### src/design/bm25_pkg.sv
`timescale 1ns / 1ps
// ----------------------------------------------------------------------------
// bm25_pkg
// Shared widths, constants and the beat type of the BM25 term score pipeline.
// ----------------------------------------------------------------------------
package bm25_pkg;

  // Fraction bits of the output score.
  localparam int FracBits   = 16;
  // The quotient carries 24 fraction bits and idf 16, so the product carries 40.
  localparam int ProdFrac   = 40;
  localparam int RoundShift = ProdFrac - FracBits;

  localparam int TfW    = 16;
  localparam int LenW   = 20;
  localparam int IdfW   = 24;
  localparam int K1W    = 16;
  localparam int BW     = 17;
  localparam int AvgW   = 24;
  localparam int CfgW   = 24;
  localparam int ScoreW = 32;

  // len * 2^24 / avg: 44 quotient bits, two bits retired per stage.
  localparam int RatioShift = 24;
  localparam int RatioW     = LenW + RatioShift;
  localparam int RatioStep  = 2;
  localparam int RatioStages = RatioW / RatioStep;

  // Length norm and denominator widths.
  localparam int BmW  = RatioW + 1;
  localparam int LnW  = BmW + 1;
  localparam int DenW = 62;
  localparam int NumW = K1W + 1 + TfW;
  localparam int DenShift = 28;
  // num * 2^40 / den is below 2^29; the divider starts from num * 2^11.
  localparam int QuotW    = 29;
  localparam int RemShift = ProdFrac - QuotW;
  localparam int ProdW    = IdfW + QuotW;
  localparam int RndW     = ProdW + 1;

  localparam logic [BW-1:0]   OneQ16 = BW'(65536);
  localparam logic [K1W:0]    OneQ12 = (K1W + 1)'(4096);
  localparam logic [AvgW-1:0] OneAvg = AvgW'(256);

  localparam logic [K1W-1:0]  K1Reset  = K1W'(6144);
  localparam logic [BW-1:0]   BReset   = BW'(49152);
  localparam logic [AvgW-1:0] AvgReset = AvgW'(256);

  typedef enum logic [1:0] {
    CfgK1Gain        = 2'd0,
    CfgLengthWeight  = 2'd1,
    CfgAverageLength = 2'd2
  } cfg_idx_e;

  // One item in flight: valid bit plus the fields needed downstream.
  typedef struct packed {
    logic              vld;
    logic [TfW-1:0]    tf;
    logic [IdfW-1:0]   idf;
  } beat_t;

endpackage

### src/design/bm25_norm.sv
`timescale 1ns / 1ps
// ----------------------------------------------------------------------------
// bm25_norm
// Length norm, denominator and numerator: four register stages.
// ----------------------------------------------------------------------------
module bm25_norm (
  input  logic                           clk_i,
  input  logic                           rst_ni,
  input  logic                           adv_i,
  input  bm25_pkg::beat_t                beat_i,
  input  logic [bm25_pkg::RatioW-1:0]    ratio_i,
  input  logic [bm25_pkg::BW-1:0]        b_i,
  input  logic [bm25_pkg::K1W-1:0]       k1_i,
  output bm25_pkg::beat_t                beat_o,
  output logic [bm25_pkg::DenW-1:0]      den_o,
  output logic [bm25_pkg::DenW-1:0]      rem_o
);

  localparam int BProdW = bm25_pkg::BW + bm25_pkg::RatioW;

  bm25_pkg::beat_t                 beat_b_q, beat_c_q, beat_d_q, beat_e_q;
  logic [BProdW-1:0]               bprod;
  logic [bm25_pkg::BmW-1:0]        bm_q;
  logic [bm25_pkg::LnW-1:0]        ln_d, ln_q;
  logic [bm25_pkg::DenW-1:0]       kl_d, kl_q;
  logic [bm25_pkg::NumW-1:0]       num_d, num_q;
  logic [bm25_pkg::DenW-1:0]       den_d, den_q;
  logic [bm25_pkg::DenW-1:0]       rem_d, rem_q;

  assign bprod = BProdW'(b_i) * BProdW'(ratio_i);
  assign ln_d  = bm25_pkg::LnW'(bm25_pkg::OneQ16) - bm25_pkg::LnW'(b_i)
               + bm25_pkg::LnW'(bm_q);
  assign kl_d  = bm25_pkg::DenW'(k1_i) * bm25_pkg::DenW'(ln_q);
  assign num_d = bm25_pkg::NumW'(k1_i + bm25_pkg::OneQ12) * bm25_pkg::NumW'(beat_c_q.tf);

  always_comb begin
    den_d = (bm25_pkg::DenW'(beat_d_q.tf) << bm25_pkg::DenShift) + kl_q;
    // Replace a zero denominator by 1.0.
    if (den_d == '0) begin
      den_d = bm25_pkg::DenW'(1) << bm25_pkg::DenShift;
    end
    rem_d = bm25_pkg::DenW'(num_q) << bm25_pkg::RemShift;
  end

  always_ff @(posedge clk_i or negedge rst_ni) begin
    if (!rst_ni) begin
      beat_b_q <= '0;
      beat_c_q <= '0;
      beat_d_q <= '0;
      beat_e_q <= '0;
    end else if (adv_i) begin
      beat_b_q <= beat_i;
      beat_c_q <= beat_b_q;
      beat_d_q <= beat_c_q;
      beat_e_q <= beat_d_q;
    end
  end

  always_ff @(posedge clk_i) begin
    if (adv_i) begin
      bm_q  <= bprod[BProdW-1:16];
      ln_q  <= ln_d;
      kl_q  <= kl_d;
      num_q <= num_d;
      den_q <= den_d;
      rem_q <= rem_d;
    end
  end

  assign beat_o = beat_e_q;
  assign den_o  = den_q;
  assign rem_o  = rem_q;

endmodule

### config.mk
export PLATFORM = sky130hd
export DESIGN_NAME = bm25_norm
export DESIGN_NICKNAME = d
export VERILOG_FILES = /design/src/design/bm25_pkg.sv /design/src/design/bm25_norm.sv
export SDC_FILE = /design/constraint.sdc
export NUM_CORES = 2
export LEC_CHECK = 0
export ABC_CLOCK_PERIOD_IN_PS = 6000
export BUFFER_PORTS_ARGS = -buffer_cell sky130_fd_sc_hd__buf_4
export CAP_MARGIN = 20
export CORE_UTILIZATION = 59
export DETAILED_ROUTE_END_ITERATION = 8
export PLACE_DENSITY_LB_ADDON = 0.12
export SYNTH_ARGS = -nofsm -noshare
export SYNTH_HDL_FRONTEND = slang
export SYNTH_SLANG_ARGS = --single-unit
### constraint.sdc
create_clock -name clk_i -period 6 [get_ports clk_i]
set_input_delay 1.5 -clock clk_i [delete_from_list [all_inputs] [get_ports clk_i]]
set_output_delay 1.5 -clock clk_i [all_outputs]
set_load 0.02 [all_outputs]
==> metrics.txt <==
crit path DAT=7.56 ns; total CTS buffers=47; Global Route Usage Sum=33.3%; Die Ht=354 um; Largest stage delay, worst path=0.62 ns; Post-synth EDFFs=281; DR WL/cell=19.9 um; drt first pass iters=8; Post-Synth XOR/XNOR Area=2.45%; crit path buf inv count=7; H-tree depth=2; critical path's slowest cell=fa_2; Final Hold Vio Count=0; Worst-Skew Late Latency=0.64 ns; Crit Path Category=input pin to flip-flop; most frequent cells in the layout=1575 x inv_1, 1381 x fa_1, 1257 x nand2_1; Compound-Gate Fraction of Synth Area=5.25%; layout net count=10600; Die X=354 um; CP Capture Type=flip-flop; Core Footprint=122000 um2; root buffer cell=clkbuf_16; first-pass GRT wire length=327000 um; Seq cells post-synth=445; largest family of logic cells by synthesized area=adder cells; Initial Util=59.7%; row cnt=128; worst path required time=6.35 ns; Worst Skew=0.0354 ns; Slew Viols, Final=0; sequential area share after synthesis=17.2%; final WL=204000 um; Final HPWL DP=158000 um; die area=125000 um2; share of layout cells above drive strength 1=24.4%; Storage cell area=12500 um2; Final Critical Period=7.21 ns; family with the most delay on the worst path=adder cells; period utilization=120%; final antenna-violating net count=0; final setup TNS=-75.87 ns; port bufs=256; vias per cell=5.46; post-layout util=73.9%; CTS tree=done; mux share of post-synthesis cell area=2.60%; Synth Area in Adders=47.3%; Synth Area per Inst=9.57 um2; DRC=0; Worst Setup Start Kind=input pin; crit path max fanout=4; cell area after layout=90300 um2; Final setup viols=114; area added between synthesis and finish=23.7%; most used cell along the critical path=fa_1; synth unique cells=79; Cells after Synth=7631; RSZ-0062 raised after global routing=yes; f_max=0.139 GHz; status=complete, but fails checks; ys flop type=edfxtp_1; mapped cell area=73000 um2; largest net degree at the start of global routing=102; gr ovfl total=0; Maximum Capacitance Violations=0; Post-Synth Simple-Gate Area=14.5%; Placed Instance Area=84000 um2; CTS sink cnt=445; failing checks=setup timing; Max clock buf depth=3; Reg clk slew, reported paths=0.06 ns; Ports=286; Ys Warns=0; commonest non-fill, non-tap cell in the layout=inv_1; Fillers=8766; Hold Crit Class=flip-flop to flip-flop; final worst setup slack=-1.21 ns; detailed-route via count=56100; Initial DRC Count=4065; actual transition at the worst max-transition pin=0.818 ns; vias in the first global route=61000; gp weighted congestion=0.941; fraction of registers with async set/reset=36.9%; Slew headroom=45.1%; CTS Hold Bufs=0; Multi-input gate area=55900 um2; Fin Hold WS=0.413 ns; initial antenna violation count=1
-- cell families after synthesis --
| kind of cell | count (synthesis) |
|---|---|
| compound gates | 591 |
| fa+ha+maj | 1886 |
| flops | 445 |
| buf+inv | 2058 |
| simple gates | 2277 |
| other cells | 1 |
| xor+xnor | 204 |
| mux | 169 |
-- cell usage after synthesis (7+ instances only) --
| library cell | number | share of area [%] |
|---|---|---|
| nand2b_1 | 36 | 0.31 |
| or3_1 | 8 | 0.069 |
| or2_2 | 7 | 0.060 |
| nor2b_1 | 22 | 0.19 |
| buf_4 | 29 | 0.30 |
| nor2_1 | 136 | 0.70 |
| xnor2_1 | 133 | 1.6 |
| a211o_1 | 11 | 0.13 |
| fa_1 | 1451 | 40 |
| dfrtp_1 | 164 | 5.6 |
| inv_1 | 1631 | 8.4 |
| a21o_1 | 82 | 0.84 |
| a211oi_1 | 25 | 0.26 |
| ha_1 | 435 | 7.5 |
| buf_1 | 17 | 0.087 |
| o211ai_1 | 18 | 0.19 |
| nand3_1 | 52 | 0.36 |
| a21oi_1 | 189 | 1.3 |
| and3_1 | 28 | 0.24 |
| mux2_2 | 164 | 2.5 |
| nand4_1 | 34 | 0.29 |
| edfxtp_1 | 281 | 12 |
| nand2_1 | 1296 | 6.7 |
| clkbuf_1 | 380 | 2.0 |
| o21ai_1 | 28 | 0.19 |
| nor4_1 | 20 | 0.17 |
| a311oi_1 | 8 | 0.096 |
| and2_1 | 573 | 4.9 |
| xor2_1 | 71 | 0.85 |
| o2111ai_1 | 10 | 0.12 |
| nor3_1 | 38 | 0.26 |
| o21ai_0 | 72 | 0.49 |
| o21a_1 | 27 | 0.28 |
| a31oi_1 | 17 | 0.15 |
| o21bai_1 | 34 | 0.35 |
-- metal layers --
layer,vias up,wire length (um),track usage (%)
li1,24900,-,-
met1,28500,79000,42.9
met2,2202,100000,56.7
met3,511,14400,4.13
met4,0,10800,14.5
met5,-,0,0
-- state kept, by name (all words and copies together), names as in the netlist --
name and cells:
num_q 33, beat_b_q 41, ln_q 46, kl_q 62
beat_c_q 41, beat_d_q 41, beat_o 41, bm_q 45
rem_o 33, den_o 62
-- through the flow --
step | std cells | setup slack (ns)
2_1_floorplan | 7659 | -1.33
5_1_grt | 10300 | -1.29
4_1_cts | 10200 | -1.10
6_report | 10300 | -1.21
3_5_place_dp | 10000 | -2.00
3_3_place_gp | 10000 | -1.87
-- area by class of cell --
class	count	share of cell area, %
Timing Repair Buffer	1322	13.5
Multi-Input combinational cell	5156	61.8
Antenna cell	1	0.00277
Clock buffer	62	1.40
Clock inverter	25	0.356
Sequential cell	445	13.9
Tap cell	1625	2.25
Inverter	1632	6.79
-- worst reg2reg max path, cell delays in order (launching register included) --
cell and delay [ns]:
edfxtp_1 0.58, buf_4 0.22, buf_4 0.15, nand2_1 0.07
fa_1 0.47, inv_1 0.05, fa_1 0.48, fa_1 0.56
fa_1 0.45, fa_1 0.56, inv_1 0.05, fa_1 0.54
inv_2 0.06, ha_4 0.22, buf_6 0.12, nand2_4 0.06
o21ai_4 0.08, o41ai_4 0.34, nand4b_1 0.21, o21ai_4 0.23
a211oi_4 0.10, o21a_1 0.21, o21a_1 0.22, buf_4 0.14
o211ai_1 0.22, o311ai_2 0.14
-- worst paths after layout --
check                           slack, ns      endpoint  cells after the start       from
worst max register to register      -0.81      kl_q[51]                     25   ln_q[19]
worst min register to register       0.41     rem_o[39]                      0  num_q[28]
max in group asynchronous            4.10    beat_o[33]                      2     rst_ni
worst max-delay path                -1.21      kl_q[51]                     25    k1_i[5]
min in group asynchronous            0.86  beat_c_q[32]                      1     rst_ni
worst min-delay path                 0.41     rem_o[39]                      0  num_q[28]
-- repair_timing --
action | 4_1_cts | 5_1_grt
endpoints found under the setup margin | 116 | 119
gates cloned | 16 | 5
setup buffers | 126 | 59
pin swaps | 242 | 256
hold endpoints to repair | 0 | 0
gates resized for setup | 411 | 297
Power is not shown: default switching activity piles up to over one toggle a cycle in this logic, so the estimate is an artifact.
